**src/trbi_pkg.sv**
```systemverilog
// shared types, constants and lookup functions for the tuner readout block
package trbi_pkg;

	localparam int SAMPLE_BITS_DEF = 12;
	localparam int SPAN_W          = 10;
	localparam int OFFSET_W        = 14;
	localparam int DUTY_W          = 16;
	localparam int VALUE_W         = 14;
	localparam int QUOT_W          = 10;
	localparam int SEG_W           = 8;
	localparam int DIGIT_W         = 4;
	localparam int POS_W           = 2;
	localparam int CFG_IDX_W       = 3;
	localparam int CFG_DATA_W      = 16;
	localparam int NUM_DIGITS      = 4;
	localparam int OUT_DATA_W      = SEG_W + DUTY_W;

	// register reset values
	localparam logic [SPAN_W-1:0]   SPAN_RST      = 10'd950;
	localparam logic [OFFSET_W-1:0] OFFSET_RST    = 14'd9000;
	localparam logic [DUTY_W-1:0]   DUTY_A_RST    = 16'd15000;
	localparam logic [DUTY_W-1:0]   DUTY_B_RST    = 16'd3000;
	localparam logic [DUTY_W-1:0]   DUTY_C_RST    = 16'd30000;
	localparam logic [DUTY_W-1:0]   DUTY_IDLE_RST = 16'd100;

	localparam logic [VALUE_W-1:0] VALUE_MAX = 14'd9999;
	localparam logic [SEG_W-1:0]   DP_BIT    = 8'h80;

	// reciprocal of ten: 16-bit scale for values below 16384, 10-bit scale below 100
	localparam int RECIP10_W       = 13;
	localparam int RECIP10_SHIFT   = 16;
	localparam logic [RECIP10_W-1:0] RECIP10 = 13'd6554;
	localparam int RECIP10S_W      = 7;
	localparam int RECIP10S_SHIFT  = 10;
	localparam logic [RECIP10S_W-1:0] RECIP10S = 7'd103;

	typedef logic [VALUE_W-1:0] value_t;

	typedef enum logic [CFG_IDX_W-1:0] {
		CFG_SPAN      = 3'd0,
		CFG_OFFSET    = 3'd1,
		CFG_DUTY_A    = 3'd2,
		CFG_DUTY_B    = 3'd3,
		CFG_DUTY_C    = 3'd4,
		CFG_DUTY_IDLE = 3'd5
	} cfg_index_t;

	typedef enum logic [POS_W-1:0] {
		DIGIT_HUNDREDTHS = 2'd0,
		DIGIT_TENTHS     = 2'd1,
		DIGIT_UNITS      = 2'd2,
		DIGIT_TENS       = 2'd3
	} digit_pos_t;

	// one reading ready for the display scan
	typedef struct packed {
		logic [NUM_DIGITS-1:0][SEG_W-1:0] segs;
		logic [DUTY_W-1:0]                duty;
	} item_t;

	// band edges, half-open ranges in hundredths
	localparam value_t BAND_A_LO [8] = '{14'd9260, 14'd9280, 14'd9340, 14'd9360,
		14'd9820, 14'd9840, 14'd9420, 14'd9440};
	localparam value_t BAND_A_HI [8] = '{14'd9270, 14'd9290, 14'd9350, 14'd9370,
		14'd9830, 14'd9850, 14'd9430, 14'd9450};
	localparam value_t BAND_B_LO [6] = '{14'd9240, 14'd9320, 14'd9800, 14'd9260,
		14'd9370, 14'd9420};
	localparam value_t BAND_B_HI [6] = '{14'd9260, 14'd9340, 14'd9820, 14'd9280,
		14'd9380, 14'd9440};
	localparam value_t BAND_C_LO [4] = '{14'd9270, 14'd9350, 14'd9830, 14'd9430};
	localparam value_t BAND_C_HI [4] = '{14'd9280, 14'd9360, 14'd9840, 14'd9440};

	function automatic logic in_band_a(value_t v);
		logic hit;
		hit = 1'b0;
		for (int i = 0; i < 8; i++) begin
			if (v >= BAND_A_LO[i] && v < BAND_A_HI[i]) hit = 1'b1;
		end
		return hit;
	endfunction

	function automatic logic in_band_b(value_t v);
		logic hit;
		hit = 1'b0;
		for (int i = 0; i < 6; i++) begin
			if (v >= BAND_B_LO[i] && v < BAND_B_HI[i]) hit = 1'b1;
		end
		return hit;
	endfunction

	function automatic logic in_band_c(value_t v);
		logic hit;
		hit = 1'b0;
		for (int i = 0; i < 4; i++) begin
			if (v >= BAND_C_LO[i] && v < BAND_C_HI[i]) hit = 1'b1;
		end
		return hit;
	endfunction

	// seven-segment pattern, bits 6..0 are g..a
	function automatic logic [SEG_W-1:0] seg_of(logic [DIGIT_W-1:0] d);
		logic [SEG_W-1:0] s;
		case (d)
			4'd0: s = 8'h3F;
			4'd1: s = 8'h06;
			4'd2: s = 8'h5B;
			4'd3: s = 8'h4F;
			4'd4: s = 8'h66;
			4'd5: s = 8'h6D;
			4'd6: s = 8'h7D;
			4'd7: s = 8'h07;
			4'd8: s = 8'h7F;
			4'd9: s = 8'h6F;
			default: s = 8'h00;
		endcase
		return s;
	endfunction

endpackage

```
**src/tuner_readout_and_band_indicator.sv**
```systemverilog
// top level: sample scaling pipeline, band classification and digit split
//
// Converts one converter sample into a reading in hundredths,
// offset_centi + floor(span_centi * sample / (2^SAMPLE_BITS - 1)), capped at 9999,
// and sends it as four digit beats: hundredths, tenths, units with the decimal
// point, tens (tlast set). tuser carries the digit position, tdata the segment
// pattern and the band PWM compare value, equal on all four beats.
// Samples enter on the s_ group, results leave on the m_ group; registers are
// written through cfg_valid/cfg_ready/cfg_index/cfg_data, with cfg_ready always
// high and unknown indexes dropped. Write registers only while the block is idle.
// Pipeline: six pipeline stages plus the output register lie between an input
// beat and the first beat of its sample.
// Throughput is set by the four-beat scan of the output register; the pipeline
// itself takes a sample every cycle while s_tready is high and buffers up to
// six while the receiver is slow.
// Reset clears all valid bits and loads the register defaults.
// When m_tready is low the output beat holds, the pipeline fills up and then
// s_tready drops; nothing is lost or repeated.
module tuner_readout_and_band_indicator #(
	parameter int SAMPLE_BITS = trbi_pkg::SAMPLE_BITS_DEF,
	parameter int IN_DATA_W   = ((SAMPLE_BITS + 7) / 8) * 8
) (
	input  logic                               clk,
	input  logic                               arst_n,
	input  logic                               s_tvalid,
	output logic                               s_tready,
	input  logic [IN_DATA_W-1:0]               s_tdata,   // sample
	output logic                               m_tvalid,
	input  logic                               m_tready,
	output logic [trbi_pkg::OUT_DATA_W-1:0]    m_tdata,   // segments, duty
	output logic [trbi_pkg::POS_W-1:0]         m_tuser,   // digit_position
	output logic                               m_tlast,
	input  logic                               cfg_valid,
	output logic                               cfg_ready,
	input  logic [trbi_pkg::CFG_IDX_W-1:0]     cfg_index,
	input  logic [trbi_pkg::CFG_DATA_W-1:0]    cfg_data
);
	import trbi_pkg::*;

	localparam int N     = SAMPLE_BITS;
	localparam int PW    = SPAN_W + N;
	localparam int RW    = ((N > SPAN_W) ? N : SPAN_W) + 1;
	localparam int FULL  = (1 << N) - 1;
	localparam int M10W  = VALUE_W + RECIP10_W;
	localparam int T1_W  = 10;
	localparam int T2_W  = 7;
	localparam int M10BW = T1_W + RECIP10_W;
	localparam int M10CW = T2_W + RECIP10S_W;

	// configuration registers
	logic [SPAN_W-1:0]   span_q;
	logic [OFFSET_W-1:0] offset_q;
	logic [DUTY_W-1:0]   duty_a_q;
	logic [DUTY_W-1:0]   duty_b_q;
	logic [DUTY_W-1:0]   duty_c_q;
	logic [DUTY_W-1:0]   duty_idle_q;

	assign cfg_ready = 1'b1;

	always_ff @(posedge clk or negedge arst_n) begin
		if (!arst_n) begin
			span_q      <= SPAN_RST;
			offset_q    <= OFFSET_RST;
			duty_a_q    <= DUTY_A_RST;
			duty_b_q    <= DUTY_B_RST;
			duty_c_q    <= DUTY_C_RST;
			duty_idle_q <= DUTY_IDLE_RST;
		end else if (cfg_valid) begin
			case (cfg_index_t'(cfg_index))
				CFG_SPAN:      span_q      <= cfg_data[SPAN_W-1:0];
				CFG_OFFSET:    offset_q    <= cfg_data[OFFSET_W-1:0];
				CFG_DUTY_A:    duty_a_q    <= cfg_data;
				CFG_DUTY_B:    duty_b_q    <= cfg_data;
				CFG_DUTY_C:    duty_c_q    <= cfg_data;
				CFG_DUTY_IDLE: duty_idle_q <= cfg_data;
				default: ;
			endcase
		end
	end

	// stage valid bits and advance chain
	logic vld_s1, vld_s2, vld_s3, vld_s4, vld_s5, vld_s6;
	logic en1, en2, en3, en4, en5, en6;
	logic scan_ready;

	assign en6      = !vld_s6 || scan_ready;
	assign en5      = !vld_s5 || en6;
	assign en4      = !vld_s4 || en5;
	assign en3      = !vld_s3 || en4;
	assign en2      = !vld_s2 || en3;
	assign en1      = !vld_s1 || en2;
	assign s_tready = en1;

	always_ff @(posedge clk or negedge arst_n) begin
		if (!arst_n) begin
			vld_s1 <= 1'b0;
			vld_s2 <= 1'b0;
			vld_s3 <= 1'b0;
			vld_s4 <= 1'b0;
			vld_s5 <= 1'b0;
			vld_s6 <= 1'b0;
		end else begin
			if (en1) vld_s1 <= s_tvalid;
			if (en2) vld_s2 <= vld_s1;
			if (en3) vld_s3 <= vld_s2;
			if (en4) vld_s4 <= vld_s3;
			if (en5) vld_s5 <= vld_s4;
			if (en6) vld_s6 <= vld_s5;
		end
	end

	// stage 1: span times sample
	logic [PW-1:0] prod_s1;

	always_ff @(posedge clk) begin
		if (en1) begin
			prod_s1 <= {{N{1'b0}}, span_q} * {{SPAN_W{1'b0}}, s_tdata[N-1:0]};
		end
	end

	// stage 2: divide by 2^N-1 through folding of the high part
	logic [QUOT_W-1:0] q0;
	logic [RW-1:0]     r0;
	logic [RW-N-1:0]   q1;
	logic [N:0]        r1;
	logic              corr;
	logic [QUOT_W-1:0] quot_s2;

	assign q0   = prod_s1[PW-1:N];
	assign r0   = RW'(prod_s1[N-1:0]) + RW'(q0);
	assign q1   = r0[RW-1:N];
	assign r1   = (N+1)'(r0[N-1:0]) + (N+1)'(q1);
	assign corr = (r1 >= (N+1)'(FULL));

	always_ff @(posedge clk) begin
		if (en2) begin
			quot_s2 <= q0 + QUOT_W'(q1) + QUOT_W'(corr);
		end
	end

	// stage 3: add offset and cap
	logic [OFFSET_W:0] sum;
	value_t            value_s3;

	assign sum = (OFFSET_W+1)'(offset_q) + (OFFSET_W+1)'(quot_s2);

	always_ff @(posedge clk) begin
		if (en3) begin
			value_s3 <= (sum > (OFFSET_W+1)'(VALUE_MAX)) ? VALUE_MAX : sum[VALUE_W-1:0];
		end
	end

	// stage 4: band classification, first digit split
	logic [M10W-1:0]    m10a;
	logic [T1_W-1:0]    t1;
	value_t             rem0;
	logic [DUTY_W-1:0]  duty_sel;
	logic [T1_W-1:0]    t1_s4;
	logic [DIGIT_W-1:0] d0_s4;
	logic [DUTY_W-1:0]  duty_s4;

	assign m10a = M10W'(value_s3) * M10W'(RECIP10);
	assign t1   = m10a[RECIP10_SHIFT +: T1_W];
	assign rem0 = value_s3 - VALUE_W'({t1, 3'b000}) - VALUE_W'({t1, 1'b0});

	always_comb begin
		if (in_band_a(value_s3)) begin
			duty_sel = duty_a_q;
		end else if (in_band_b(value_s3)) begin
			duty_sel = duty_b_q;
		end else if (in_band_c(value_s3)) begin
			duty_sel = duty_c_q;
		end else begin
			duty_sel = duty_idle_q;
		end
	end

	always_ff @(posedge clk) begin
		if (en4) begin
			t1_s4   <= t1;
			d0_s4   <= rem0[DIGIT_W-1:0];
			duty_s4 <= duty_sel;
		end
	end

	// stage 5: tenths digit
	logic [M10BW-1:0]   m10b;
	logic [T2_W-1:0]    t2;
	logic [T1_W-1:0]    rem1;
	logic [T2_W-1:0]    t2_s5;
	logic [DIGIT_W-1:0] d0_s5;
	logic [DIGIT_W-1:0] d1_s5;
	logic [DUTY_W-1:0]  duty_s5;

	assign m10b = M10BW'(t1_s4) * M10BW'(RECIP10);
	assign t2   = m10b[RECIP10_SHIFT +: T2_W];
	assign rem1 = t1_s4 - T1_W'({t2, 3'b000}) - T1_W'({t2, 1'b0});

	always_ff @(posedge clk) begin
		if (en5) begin
			t2_s5   <= t2;
			d0_s5   <= d0_s4;
			d1_s5   <= rem1[DIGIT_W-1:0];
			duty_s5 <= duty_s4;
		end
	end

	// stage 6: units and tens digits, segment patterns
	logic [M10CW-1:0]   m10c;
	logic [DIGIT_W-1:0] d3;
	logic [T2_W-1:0]    rem2;
	item_t              item_s6;

	assign m10c = M10CW'(t2_s5) * M10CW'(RECIP10S);
	assign d3   = m10c[RECIP10S_SHIFT +: DIGIT_W];
	assign rem2 = t2_s5 - T2_W'({d3, 3'b000}) - T2_W'({d3, 1'b0});

	always_ff @(posedge clk) begin
		if (en6) begin
			item_s6.segs[DIGIT_HUNDREDTHS] <= seg_of(d0_s5);
			item_s6.segs[DIGIT_TENTHS]     <= seg_of(d1_s5);
			item_s6.segs[DIGIT_UNITS]      <= seg_of(rem2[DIGIT_W-1:0]) | DP_BIT;
			item_s6.segs[DIGIT_TENS]       <= seg_of(d3);
			item_s6.duty                   <= duty_s5;
		end
	end

	// four-beat display scan
	trbi_scan u_scan (
		.clk      (clk),
		.arst_n   (arst_n),
		.in_valid (vld_s6),
		.in_ready (scan_ready),
		.in_item  (item_s6),
		.tvalid   (m_tvalid),
		.tready   (m_tready),
		.tdata    (m_tdata),
		.tuser    (m_tuser),
		.tlast    (m_tlast)
	);

	// checks
	a_last_on_tens: assert property (@(posedge clk) disable iff (!arst_n)
		m_tvalid |-> (m_tlast == (m_tuser == DIGIT_TENS)))
		else $error("tlast not on the tens digit");

	a_dp_on_units: assert property (@(posedge clk) disable iff (!arst_n)
		m_tvalid |-> (m_tdata[SEG_W-1] == (m_tuser == DIGIT_UNITS)))
		else $error("decimal point off the units digit");

	a_digit_advance: assert property (@(posedge clk) disable iff (!arst_n)
		(m_tvalid && m_tready && !m_tlast) |=>
		(m_tvalid && (m_tuser == POS_W'($past(m_tuser) + 2'd1))))
		else $error("digit sequence broken inside a reading");

	a_duty_steady: assert property (@(posedge clk) disable iff (!arst_n)
		(m_tvalid && m_tready && !m_tlast) |=>
		(m_tdata[OUT_DATA_W-1:SEG_W] == $past(m_tdata[OUT_DATA_W-1:SEG_W])))
		else $error("duty changed within a reading");

endmodule

```
**src/trbi_scan.sv**
```systemverilog
// output register that plays one reading out as four digit beats
module trbi_scan (
	input  logic                                  clk,
	input  logic                                  arst_n,
	input  logic                                  in_valid,
	output logic                                  in_ready,
	input  trbi_pkg::item_t                       in_item,
	output logic                                  tvalid,
	input  logic                                  tready,
	output logic [trbi_pkg::OUT_DATA_W-1:0]       tdata,  // segments, duty
	output logic [trbi_pkg::POS_W-1:0]            tuser,  // digit_position
	output logic                                  tlast
);
	import trbi_pkg::*;

	logic       valid_q;
	item_t      item_q;
	digit_pos_t pos_q;
	logic       beat_done;
	logic       item_done;

	assign beat_done = valid_q && tready;
	assign item_done = beat_done && (pos_q == DIGIT_TENS);
	assign in_ready  = !valid_q || item_done;

	// hold state and digit counter
	always_ff @(posedge clk or negedge arst_n) begin
		if (!arst_n) begin
			valid_q <= 1'b0;
			pos_q   <= DIGIT_HUNDREDTHS;
		end else begin
			if (in_ready) begin
				valid_q <= in_valid;
				pos_q   <= DIGIT_HUNDREDTHS;
			end else if (beat_done) begin
				pos_q <= digit_pos_t'(pos_q + 2'd1);
			end
		end
	end

	// held reading
	always_ff @(posedge clk) begin
		if (in_ready) begin
			item_q <= in_item;
		end
	end

	assign tvalid = valid_q;
	assign tuser  = pos_q;
	assign tlast  = (pos_q == DIGIT_TENS);
	assign tdata  = {item_q.duty, item_q.segs[pos_q]};

endmodule

```
**config.mk**
```make
export PLATFORM = sky130hd
export DESIGN_NAME = tuner_readout_and_band_indicator
export DESIGN_NICKNAME = d
export VERILOG_FILES = /design/src/trbi_pkg.sv /design/src/tuner_readout_and_band_indicator.sv /design/src/trbi_scan.sv
export SDC_FILE = /design/constraint.sdc
export NUM_CORES = 1
export LEC_CHECK = 0
export ABC_AREA = 1
export BUFFER_PORTS_ARGS = -buffer_cell sky130_fd_sc_hd__buf_2
export CORE_MARGIN = 2
export CORE_UTILIZATION = 40
export CTS_CLUSTER_DIAMETER = 200
export DETAILED_ROUTE_END_ITERATION = 8
export MAX_ROUTING_LAYER = met4
export PLACE_DENSITY = 0.54
export SYNTH_ARGS = -nofsm -noshare
export SYNTH_HDL_FRONTEND = slang
export SYNTH_SLANG_ARGS = --single-unit
export TNS_END_PERCENT = 1
```
**constraint.sdc**
```tcl
create_clock -name clk -period 11.2 [get_ports clk]
set_input_delay 0.56 -clock clk [delete_from_list [all_inputs] [get_ports clk]]
set_output_delay 0.56 -clock clk [all_outputs]
set_load 0.05 [all_outputs]
```
; Yosys cells after proc, flatten, opt, wreduce, memory -nomap -nowiden
; Memories as Yosys holds them, arrays and structs flattened. A register that Yosys moved wholly into a read port is not among the register bits.
; Index checks and enable logic that the tools add are counted.
[word_totals]
ff_bits = 291
rom_bits = 448
input_bits = 40
elab_cells = 164
n_memories = 4
[op_classes]
add_sub_neg = 12
multipliers = 4
n_lt_le_gt_ge = 35
n_eq_ne = 6
muxes = 28
n_reduce_logical = 42
[mem_list]
columns = name, words, word_bits, read_ports, rd_ports_with_merged_regs, write_ports, line
row1 = (name not given), 16, 7, 1, 1, 0, trbi_pkg.sv:103  ; case (d)
row2 = (name not given), 16, 7, 1, 1, 0, trbi_pkg.sv:103
row3 = (name not given), 16, 7, 1, 1, 0, trbi_pkg.sv:103
row4 = (name not given), 16, 7, 1, 1, 0, trbi_pkg.sv:103
[op_table]
columns = cell, n
row1 = $ge A14 B14 Y1 const B, 16
row2 = $lt A14 B14 Y1 const B, 16
row3 = $mux W16, 3
row4 = $mul A14 B12 Y25 const B, 1
row5 = $sub A4 B4 Y4, 6
row6 = $mul A10 B12 Y22, 1
row7 = $mul A10 B12 Y22 const B, 1
row8 = $mux W1, 21
row9 = $add A10 B1 Y10, 2
row10 = $logic_and A1 B1 Y1, 20
row11 = $bmux W8 S2, 1
row12 = $add A14 B10 Y15, 1
row13 = $gt A15 B14 Y1 const B, 1
row14 = $mul A7 B7 Y14 const B, 1
row15 = $add A12 B1 Y13, 1
row16 = $add A12 B10 Y13, 1
row17 = $ge A13 B12 Y1 const B, 1
row18 = $reduce_and A2 Y1, 6
row19 = $mux W8, 1
row20 = $logic_not A1 Y1, 7
row21 = $logic_or A1 B1 Y1, 7
row22 = $eq A3 B2 Y1 const B, 2
row23 = $eq A3 B3 Y1 const B, 2
row24 = $mux W2, 2
row25 = other kinds (6), 6

; Logic depth before layout (Yosys ltp)
; Gate-level depths: netlist of run 1.
[depth]
ltp_word = 16
depth_mapped = 28
mapped_depth_nobuf = 28

; By module
; From an unflattened synthesis of run 1, not the netlist that was laid out.
[unflattened]
cells_unflattened = 2783
area_unflattened_um2 = 24608.6
[modules_own_cells]
columns = mod, instances, cells_each, area_per_inst_um2
row1 = tuner_readout_and_band_indicator, 1, 2609, 22480.3
row2 = trbi_scan, 1, 174, 2128.3

; Worst setup path before layout of run 1
; Ideal clock, no wire load.
[synth_path]
kind = flip-flop to output port
startpoint = reg u_scan.pos_q[1], in the netlist u_scan.tuser[1]
endpoint = out s_tready
arrival_ns = 8.651
required_time_ns = 10.640
slack_ns = 1.989
stages_incl_launch_ff = 14
path_cell_list = dfrtp_1 > ha_1 > inv_1 > o21ai_0 > nor2_1 > inv_1 > nor2_1 > inv_1 > nor2_1 > inv_1 > nor2_1 > inv_1 > nor2_1 > nand2_1
[synth_between]
elab_chain_cells = 9
[synth_lines]
columns = item, line
row1 = from (decl), trbi_scan.sv:18  ; digit_pos_t pos_q;
row2 = from (signal assigned), trbi_scan.sv:36  ; pos_q <= digit_pos_t'(pos_q + 2'd1);
row3 = $eq A2 B2 Y1, --
row4 = named net m_tlast, tuner_readout_and_band_indicator.sv:32  ; output logic m_tlast,
row5 = $logic_and A1 B1 Y1, trbi_scan.sv:23  ; assign item_done = beat_done && (pos_q == DIGIT_TENS);
row6 = $logic_or A1 B1 Y1, trbi_scan.sv:24  ; assign in_ready = !valid_q || item_done;
row7 = named net scan_ready, tuner_readout_and_band_indicator.sv:84  ; logic scan_ready;
row8 = $logic_or A1 B1 Y1, tuner_readout_and_band_indicator.sv:86  ; assign en6 = !vld_s6 || scan_ready;
row9 = named net en6, tuner_readout_and_band_indicator.sv:83  ; logic en1, en2, en3, en4, en5, en6;
row10 = $logic_or A1 B1 Y1, tuner_readout_and_band_indicator.sv:87  ; assign en5 = !vld_s5 || en6;
row11 = named net en5, tuner_readout_and_band_indicator.sv:83
row12 = $logic_or A1 B1 Y1, tuner_readout_and_band_indicator.sv:88  ; assign en4 = !vld_s4 || en5;
row13 = named net en4, tuner_readout_and_band_indicator.sv:83
row14 = $logic_or A1 B1 Y1, tuner_readout_and_band_indicator.sv:89  ; assign en3 = !vld_s3 || en4;
row15 = named net en3, tuner_readout_and_band_indicator.sv:83
row16 = $logic_or A1 B1 Y1, tuner_readout_and_band_indicator.sv:90  ; assign en2 = !vld_s2 || en3;
row17 = $logic_or A1 B1 Y1, tuner_readout_and_band_indicator.sv:91  ; assign en1 = !vld_s1 || en2;
row18 = to (decl), tuner_readout_and_band_indicator.sv:26  ; output logic s_tready,
; The timed path passes the listed nets, and every way through them passes these cells.

; Final worst setup path of run 1
[layout_path]
startpoint = reg value_s3[5]
endpoint = reg d0_s4[3], data pin
[layout_lines]
columns = item, line
row1 = from (decl), tuner_readout_and_band_indicator.sv:143  ; value_t value_s3;
row2 = from (signal assigned), tuner_readout_and_band_indicator.sv:149  ; value_s3 <= (sum > (OFFSET_W+1)'(VALUE_MAX)) ? VALUE_MAX : sum[VALUE_W-1:0];
row3 = $mul A14 B12 Y25, tuner_readout_and_band_indicator.sv:162  ; assign m10a = M10W'(value_s3) * M10W'(RECIP10);
row4 = named net m10a[17], tuner_readout_and_band_indicator.sv:154  ; logic [M10W-1:0] m10a;
row5 = $sub A4 B4 Y4, tuner_readout_and_band_indicator.sv:164  ; assign rem0 = value_s3 - VALUE_W'({t1, 3'b000}) - VALUE_W'({t1, 1'b0});
row6 = named net rem0[3], tuner_readout_and_band_indicator.sv:156  ; value_t rem0;
row7 = to (signal assigned), tuner_readout_and_band_indicator.sv:181  ; d0_s4 <= rem0[DIGIT_W-1:0];
row8 = to (decl), tuner_readout_and_band_indicator.sv:159  ; logic [DIGIT_W-1:0] d0_s4;
; The timed path passes the listed nets, and every way through them passes these cells.
; A chain may end at the register's enable or synchronous reset.

==> results of run 1 <==
## flip-flops by register name, summed over array words and instances, names as in the netlist, 2 cells and up
signal / count
d1_s5: 4
duty_a_q: 16
duty_c_q: 16
t1_s4: 10
offset_q: 14
duty_idle_q: 16
u_scan.tdata: 16
d0_s4: 4
d0_s5: 4
prod_s1: 22
duty_b_q: 16
u_scan.tuser: 2
duty_s5: 16
span_q: 10
item_s6: 44
quot_s2: 10
u_scan.item_q: 28
value_s3: 14
duty_s4: 16
t2_s5: 7
## per-stage QoR
step | worst slack (ns) | area, µm² | utilization (%) | instances
after floorplan | 1.99 | 24600 | - | 2764
after global placement | 4.93 | 25600 | 42.3 | 3552
after detailed placement | 4.97 | 25600 | 42.3 | 3552
after CTS | 4.93 | 26600 | 44.0 | 3614
after global routing | 4.48 | 26600 | 44.0 | 3615
final | 4.91 | 26600 | 44.0 | 3615
## layer usage
metal  global-route usage, %  part of all wire, %
met5                       -                    0
met4                    3.25                  1.4
met3                    2.39                  3.9
met2                    28.8                   46
met1                    24.8                   49
## cell usage after synthesis (9+ instances only)
library cell  count
fa_1            163
o21ai_0         177
dfrtp_1          61
nor2_1          143
dfstp_2          36
nor2_2           16
clkbuf_1         41
inv_1           558
a21oi_1          92
nand2_1         631
edfxtp_1        195
nand4_1          24
buf_4            20
nor3_1            9
ha_1            330
nand3_1          94
xor2_1           40
a21oi_2          11
xnor2_1          20
## worst max-delay path: stages, from the launching register on
cell      delay (ns)
edfxtp_1        0.71
inv_1           0.28
ha_1            0.39
inv_1           0.07
fa_1            0.54
inv_1           0.06
fa_1            0.53
inv_1           0.07
fa_1            0.54
inv_1           0.06
fa_1            0.48
ha_1            0.47
nand2_1         0.16
nor2_1          0.16
inv_1           0.07
o21bai_1        0.19
a21oi_1         0.08
xnor2_1         0.36
ha_1            0.23
xor2_1          0.19
inv_1           0.06
nand3_1         0.09
nand2_1         0.06
nand2_1         0.07
nand2_1         0.05
nand2_1         0.05
nand2_1         0.04
## final cells by class
class | count | area [µm²] | share of cell area, %
clock buffers | 51 | 925 | 3.47
repair buffers | 73 | 393 | 1.48
multi-input cells | 1843 | 13800 | 51.7
clock inverters | 10 | 121 | 0.456
diodes | 1 | 2.50 | 0.00940
flip-flops and latches | 292 | 8330 | 31.3
well taps | 782 | 978 | 3.68
inverters | 563 | 2120 | 7.97
## kinds of logic after synthesis
group                      Yosys count  share of synthesized area (%)
adders and majority gates          493                           30.1
and+or+nand+nor                    961                           16.4
AOI/OAI and AO/OA                  328                           7.31
DFF                                292                           33.9
other                                1                         0.0153
xor gates and xnor gates            60                           2.14
buffers and inverters              629                           10.1
## repair_timing
item,4_1_cts,5_1_grt
hold buffers,1,0
endpoints found under the hold margin,12,0
setup buffers,0,0
## worst min path at each step
| stage | end | slack [ns] |
|---|---|---|
| after floorplan | duty_a_q[0] | 0.26 |
| after global placement | d0_s5[0] | 0.40 |
| after detailed placement | duty_s5[0] | 0.40 |
| after CTS | vld_s1 | 0.24 |
| after global routing | vld_s1 | 0.28 |
| final | vld_s1 | 0.27 |
==> flow_metrics.env, run 1 <==
export IMPL_rr_worst_depth=26
export IMPL_drc=0
export IMPL_slew_headroom_pct=29.8
export IMPL_root_buffer="clkbuf_16"
export IMPL_numCtsBuffers=34
export IMPL_dp_hpwl_um=43100
export IMPL_critical_path_max_fanout=10
export IMPL_grt_max_degree=85
export IMPL_fp_dieH_um=252
export IMPL_worst_pin_slew_ns=1.05
export IMPL_grt_pass1_wl_um=90100
export IMPL_start_kind="flip-flop"
export IMPL_r2r_end="d0_s4[3]"
export IMPL_synth_edf_count=195
export IMPL_post_route_min_period_ns=6.29
export IMPL_cap_violations=0
export IMPL_yosysWarnings=0
export IMPL_syn_nets=3297
export IMPL_ys_seq_area_share_pct=33.9
export IMPL_final_setup_viol_count=0
export IMPL_critPathCaptureType="flip-flop"
export IMPL_finalSetupTns_ns=0
export IMPL_arrival_ns=6.57
export IMPL_crit_end="d0_s4[3]"
export IMPL_io_buffers=64
export IMPL_grt_use_total_pct=18.0
export IMPL_gp_congestion=0.880
export IMPL_syn_inst=2764
export IMPL_overflow=0
export IMPL_cts_tree="built"
export IMPL_io_pins=70
export IMPL_finalHoldViolCount=0
export IMPL_netlist_area_leader_share_pct=23.8
export IMPL_async_reset_ff_share_pct=33.2
export IMPL_clock_sinks=292
export IMPL_fin_nets=3340
export IMPL_ys_flop_type="edfxtp_1"
export IMPL_final_common_cell="nand2_1"
export IMPL_critPathKind="flip-flop to flip-flop"
export IMPL_whs_ns=0.272
export IMPL_fin_skew_ns=0.0254
export IMPL_syn_avg_cell_area_um2=8.88
export IMPL_vias=17400
export IMPL_cts_resized_gates=0
export IMPL_initial_utilization_pct=40.6
export IMPL_synth_cell_types=54
export IMPL_chipWidth_um=252
export IMPL_core_um2=60500
export IMPL_min_path_type="primary input to flip-flop"
export IMPL_path_clk_slew_ns=0.05
export IMPL_die_area_um2=63400
export IMPL_detail_route_antenna_nets=0
export IMPL_synth_area_um2=24600
export IMPL_worstSetupStartpoint="value_s3[5]"
export IMPL_yosys_area_top_type="edfxtp_1"
export IMPL_hp_start="s_tvalid"
export IMPL_drive_gt1_share_pct=7.38
export IMPL_yosys_top_cells_area="edfxtp_1 (24%), ha_1 (17%), fa_1 (13%), nand2_1 (9.6%), inv_1 (8.5%)"
export IMPL_status="finished clean"
export IMPL_drt_wirelength_per_cell_um=14.9
export IMPL_fillers=5899
export IMPL_slew_viol_final=0
export IMPL_first_pass_iters=6
export IMPL_htree_levels=2
export IMPL_drt_initial_drc_count=970
export IMPL_num_rows=90
export IMPL_cts_buffer_depth=3
export IMPL_drt_vias_per_instance=4.82
export IMPL_min_delay_path_depth=3
export IMPL_area_growth_pct=8.42
export IMPL_r2r_slack_ns=4.91
export IMPL_first_global_vias=17700
export IMPL_rsz0062_at_grt="false"
export IMPL_routed_wl_um=53900
export IMPL_antenna_found_initial=1
export IMPL_synth_ff_latch_count=292
export IMPL_rr_startpoint="value_s3[5]"
export IMPL_final_cell_mix="nand2_1 (631), inv_1 (558), ha_1 (330)"
export IMPL_critical_path_required_ns=11.48
export IMPL_max_freq_ghz=0.159
export IMPL_fin_crit_sh_pct=56.2
export IMPL_clk_latency_ns=0.54
Power of run 1 is left out: the tool's default activity adds up to more than one toggle a clock period on the data nets, which glitch-free logic cannot reach.
==> run 2: changes to the inputs <==
- ABC_AREA: 1 -> 0
- clock period: 11.2 -> 6.4 ns (I/O delays scaled with it)
==> run 2 against run 1 <==
Compared with the run above:
- synthesized cell count down 27%
- die area down 5.2%
- non-clock buffer count up 15
- first-iteration DRC count down 27%
- flip-flop and latch count unchanged
- via count down 18%
- maximum frequency up 5.7%
- routed wire length down 12%
- highest routed layer unchanged
- worst hold slack worse by 0.20 ns
- clock skew down 0.014 ns
- register-to-register slack worse by 4.5 ns
==> flow_metrics.env, run 2 <==
export IMPL_status="finished clean"
export IMPL_yosys_area_top_type="edfxtp_1"
export IMPL_core_um2=57600
export IMPL_critPathCaptureType="flip-flop"
export IMPL_syn_avg_cell_area_um2=11.5
export IMPL_clock_sinks=292
export IMPL_final_setup_viol_count=0
export IMPL_cp_slowest_cell="fa_1"
export IMPL_netlist_area_leader_share_pct=25.2
export IMPL_drc=0
export IMPL_drt_vias_per_instance=4.98
export IMPL_largest_register="item_s6"
export IMPL_area_growth_pct=9.94
export IMPL_fillers=5308
export IMPL_io_buffers=64
export IMPL_worst_pin_slew_ns=1.07
export IMPL_vias=14400
export IMPL_finalHoldViolCount=0
export IMPL_chipWidth_um=245
export IMPL_synth_cell_types=89
export IMPL_path_clk_slew_ns=0.06
export IMPL_grt_pass1_wl_um=79400
export IMPL_top_regs="item_s6 (44), u_scan.item_q (28), prod_s1 (22)"
export IMPL_syn_inst=2027
export IMPL_dp_hpwl_um=37000
export IMPL_syn_nets=2560
export IMPL_start_kind="flip-flop"
export IMPL_drive_gt1_share_pct=15.9
export IMPL_numCtsBuffers=34
export IMPL_ys_seq_area_share_pct=35.8
export IMPL_gp_congestion=0.860
export IMPL_critPathKind="flip-flop to flip-flop"
export IMPL_synth_top_cells_by_count="inv_1 (356), ha_1 (330), edfxtp_1 (195)"
export IMPL_grt_use_total_pct=17.0
export IMPL_htree_levels=2
export IMPL_slew_viol_final=0
export IMPL_yosysMostFrequentCell="inv_1"
export IMPL_r2r_slack_ns=0.45
export IMPL_fp_dieH_um=245
export IMPL_final_cell_mix="inv_1 (355), ha_1 (330), edfxtp_1 (195)"
export IMPL_cp_cell_sequence="inv_1 > ha_1 > inv_1 > fa_1 > fa_1 > fa_1 > fa_1 > inv_1 > ha_1 > nor3_1 > o211ai_1 > o2111a_1 > or2_2 > a21oi_1 > xnor2_1 > ha_1 > xnor2_1 > xnor2_1 > xnor2_1"
export IMPL_fin_nets=2625
export IMPL_yosysWarnings=0
export IMPL_critical_path_required_ns=6.68
export IMPL_largest_register_ffs=44
export IMPL_initial_utilization_pct=40.4
export IMPL_grt_max_degree=62
export IMPL_post_route_min_period_ns=5.95
export IMPL_die_area_um2=60100
export IMPL_area_sequential_um2=8330
export IMPL_detail_route_antenna_nets=0
export IMPL_final_common_cell="inv_1"
export IMPL_slew_headroom_pct=28.5
export IMPL_cts_tree="built"
export IMPL_io_pins=70
export IMPL_overflow=0
export IMPL_synth_area_um2=23300
export IMPL_cts_buffer_depth=3
export IMPL_cpPeakStageDelay_ns=0.55
export IMPL_synth_edf_count=195
export IMPL_multi_input_area_um2=13300
export IMPL_antenna_found_initial=2
export IMPL_synth_ff_latch_count=292
export IMPL_critical_path_max_fanout=7
export IMPL_drt_wirelength_per_cell_um=16.5
export IMPL_clk_latency_ns=0.54
export IMPL_yosys_top_cells_area="edfxtp_1 (25%), ha_1 (18%), fa_1 (14%), dfrtp_1 (6.6%), inv_1 (5.7%)"
export IMPL_cap_violations=0
export IMPL_fin_crit_sh_pct=93.0
export IMPL_root_buffer="clkbuf_16"
export IMPL_ys_flop_type="edfxtp_1"
export IMPL_drt_initial_drc_count=707
export IMPL_routed_wl_um=47700
export IMPL_min_path_type="primary input to flip-flop"
export IMPL_arrival_ns=6.24
export IMPL_first_pass_iters=5
export IMPL_finalSetupTns_ns=0
export IMPL_max_freq_ghz=0.168
export IMPL_async_reset_ff_share_pct=33.2
export IMPL_rsz0062_at_grt="false"
export IMPL_num_rows=88
export IMPL_fin_skew_ns=0.0119
export IMPL_first_global_vias=15200
export IMPL_postCtsSetupRepairBufs=0
[run 2: changes by cell type in the layout (fill, tap and decap cells not counted), moves of 53 or more]
cell     before  now
nand3_1      94   19
nand2_1     631  120
nor2_1      143   63
and2_1        2   55
inv_1       558  355
o21ai_0     176   43
mux2_2        0  110
[run 2: kinds of logic after synthesis]
kind of cell | Yosys count | synth area share (%)
xor+xnor | 84 | 3.23
fa+ha+maj | 493 | 31.8
simple gates | 374 | 8.25
compound gates | 222 | 6.25
mux | 146 | 7.54
other cells | 1 | 0.0161
buf+inv | 415 | 7.15
flops | 292 | 35.8
[run 2: layout make-up]
class	instances	area share (%)
repair buffers	88	1.98
clock inverters	19	0.783
diodes	2	0.0196
flip-flops and latches	292	32.6
multi-input cells	1320	52.1
clock buffers	43	3.62
well taps	765	3.74
inverters	356	5.22
[run 2: worst paths after layout]
kind | from | end | depth (start not counted)
setup reg to reg | value_s3[2] | d0_s4[3] | 19
hold / removal | cfg_data[15] | duty_idle_q[15] | 2
setup / recovery | value_s3[2] | d0_s4[3] | 19
max in group asynchronous | arst_n | vld_s1 | 3
min in group asynchronous | arst_n | duty_a_q[14] | 2
hold reg to reg | duty_s4[10] | duty_s5[10] | 0
[run 2: per-stage QoR]
step                hold slack (ns)  utilization [%]  cell area (µm²)  setup WS, ns  cells
finish                       0.0702             44.4            25600         0.445   2885
CTS                          0.0419             44.4            25600         0.455   2883
detailed placement            0.310             42.4            24400         0.465   2820
global route                 0.0604             44.4            25600         0.109   2885
global placement              0.307             42.4            24400         0.535   2820
floorplan                    0.0244                -            23300         0.831   2027
[run 2: worst max-delay path: cells and delay by family, from the launching register on]
family | cells | cell delay (ns)
and+or+nand+nor | 2 | 0.59
buffers and inverters | 3 | 0.32
adders and majority gates | 7 | 2.89
DFF | 1 | 0.52
AOI/OAI and AO/OA | 3 | 0.65
xor gates and xnor gates | 4 | 0.73
[run 2: repair_timing]
| item | 4_1_cts | 5_1_grt |
|---|---|---|
| hold buffers | 1 | 0 |
| gates resized for setup | 0 | 0 |
| endpoints found under the hold margin | 27 | 0 |
[run 2: routing by layer]
metal	part of all wire, %	GRT usage [%]	up-vias
met1	49	23.2	7127
met2	47	26.9	201
li1	-	-	6971
met5	0	-	-
met3	3.1	2.47	57
met4	1.5	3.35	0
Power of run 2 is left out for the same reason.
==> run 3: changes to the inputs <==
- CORE_UTILIZATION: 40 -> 61
- MAX_ROUTING_LAYER: met4 -> default
- PLACE_DENSITY: 0.54 -> 0.77
==> run 3 against run 2 <==
Compared with the run above:
- global-route usage up 7.2 points
- die area down 34%
- non-clock buffer count down 8
- cell count down 9.4%
- sequential share of layout area up 0.55 points
- flip-flop and latch count unchanged
- critical path depth up 4
- register-to-register slack better by 0.096 ns
==> flow_metrics.env, run 3 (synthesis results as in run 2) <==
export IMPL_status="finished clean"
export IMPL_drt_wirelength_per_cell_um=17.3
export IMPL_routed_wl_um=45300
export IMPL_fillers=2716
export IMPL_crit_buf_inv=6
export IMPL_top_regs="item_s6 (44), u_scan.item_q (28), prod_s1 (22)"
export IMPL_first_pass_iters=5
export IMPL_max_freq_ghz=0.171
export IMPL_grt_max_degree=53
export IMPL_grt_pass1_wl_um=76600
export IMPL_core_um2=37600
export IMPL_largest_register_ffs=44
export IMPL_path_clk_slew_ns=0.06
export IMPL_diodes=0
export IMPL_root_buffer="clkbuf_16"
export IMPL_worst_pin_slew_ns=1.15
export IMPL_min_path_type="primary input to flip-flop"
export IMPL_cpMostUsedCell="inv_1"
export IMPL_antenna_found_initial=2
export IMPL_htree_levels=1
export IMPL_chipWidth_um=199
export IMPL_grt_use_total_pct=24.2
export IMPL_detail_route_antenna_nets=0
export IMPL_gp_congestion=0.869
export IMPL_numCtsBuffers=30
export IMPL_final_common_cell="inv_1"
export IMPL_rsz0062_at_grt="false"
export IMPL_cp_top_family="adder cells"
export IMPL_final_setup_viol_count=0
export IMPL_critical_path_max_fanout=9
export IMPL_drt_vias_per_instance=5.62
export IMPL_fin_crit_sh_pct=91.6
export IMPL_drt_initial_drc_count=766
export IMPL_clock_sinks=292
export IMPL_io_pins=70
export IMPL_drive_gt1_share_pct=15.5
export IMPL_vias=14700
export IMPL_cap_violations=0
export IMPL_finalSetupTns_ns=0
export IMPL_cts_tree="built"
export IMPL_first_global_vias=15400
export IMPL_area_growth_pct=8.10
export IMPL_initial_utilization_pct=61.9
export IMPL_clk_latency_ns=0.59
export IMPL_cp_cell_sequence="inv_1 > ha_1 > inv_1 > fa_1 > inv_1 > fa_1 > inv_1 > ha_1 > ha_1 > a21oi_1 > o21ai_1 > nor3_1 > nor2_1 > xnor2_1 > inv_1 > ha_1 > a221o_1 > a211oi_1 > xnor2_1 > xnor2_2 > buf_4 > a21oi_1 > a31oi_1"
export IMPL_critPathKind="flip-flop to flip-flop"
export IMPL_slew_viol_final=0
export IMPL_fp_dieH_um=199
export IMPL_area_sequential_um2=8330
export IMPL_fin_nets=2613
export IMPL_drc=0
export IMPL_arrival_ns=6.16
export IMPL_multi_input_area_um2=13300
export IMPL_cpPeakStageDelay_ns=0.53
export IMPL_overflow=0
export IMPL_critPathCaptureType="flip-flop"
export IMPL_start_kind="flip-flop"
export IMPL_cts_buffer_depth=3
export IMPL_largest_register="item_s6"
export IMPL_slew_headroom_pct=23.1
export IMPL_finalHoldViolCount=0
export IMPL_die_area_um2=39700
export IMPL_dp_hpwl_um=35300
export IMPL_io_buffers=64
export IMPL_num_rows=71
export IMPL_final_cell_mix="inv_1 (356), ha_1 (330), edfxtp_1 (195)"
export IMPL_cp_slowest_cell="fa_1"
export IMPL_fin_skew_ns=0.0180
export IMPL_post_route_min_period_ns=5.86
export IMPL_critical_path_required_ns=6.70
export IMPL_cts_resized_gates=0
==> run 3: cell types whose count changed in the layout (fill, tap and decap cells not counted), moves of 2 or more <==
cell           change
buf_4             -10
clkbuf_1           -5
clkbuf_16          -4
clkinv_1           -3
clkinv_2           -2
clkinvlp_4         +2
diode_2            -2
dlygate4sd3_1      +2
inv_4              +2
==> run 3: worst paths after layout <==
kind                         startpoint                end  slack (ns)  depth (start not counted)
max                            t2_s5[5]        item_s6[34]        0.54                         23
min                        cfg_data[14]       duty_a_q[14]        0.04                          2
max reg2reg                    t2_s5[5]        item_s6[34]        0.54                         23
min reg2reg                 item_s6[21]  u_scan.item_q[21]        0.42                          0
max in group asynchronous        arst_n       duty_a_q[10]        5.05                          3
min in group asynchronous        arst_n    duty_idle_q[14]        0.29                          2
==> run 3: layout make-up <==
class                   instances  share of cell area (%)
clock buffers                  33                    3.15
flip-flops and latches        292                    33.1
inverters                     356                    5.31
multi-input cells            1320                    53.0
well taps                     511                    2.54
repair buffers                 80                    1.79
clock inverters                23                    1.12
==> run 3: metrics by stage <==
step / hold WS, ns / cells / utilization, % / area (µm²) / worst slack, ns
after detailed placement: 0.358 / 2555 / 64.0 / 24000 / 0.559
final: 0.0450 / 2615 / 66.9 / 25200 / 0.541
after global placement: 0.342 / 2555 / 64.0 / 24000 / 0.638
after CTS: 0.0152 / 2614 / 66.9 / 25100 / 0.495
after floorplan: 0.0244 / 2027 / - / 23300 / 0.831
after global routing: 0.0351 / 2615 / 66.9 / 25200 / 0.0939
==> run 3: worst register-to-register path: cells and delay by family (launching register included) <==
family,cells,cell delay (ns)
buf+inv,6,0.66
xor+xnor,3,0.65
compound gates,6,1.04
flops,1,0.44
fa+ha+maj,6,2.26
simple gates,2,0.54
==> run 3: layer usage <==
metal,vias to the layer above,GRT usage [%],routed length (µm)
li1,6939,-,-
met1,7416,33.2,20200
met2,278,41.0,22300
met3,57,3.54,2010
met4,4,5.33,811
met5,-,0,25
==> run 3: timing repair <==
item	CTS	global route
hold buffers	3	0
endpoints found under the hold margin	36	0
setup endpoints to repair	0	1
setup buffers	0	1
Power of run 3 is left out for the same reason.
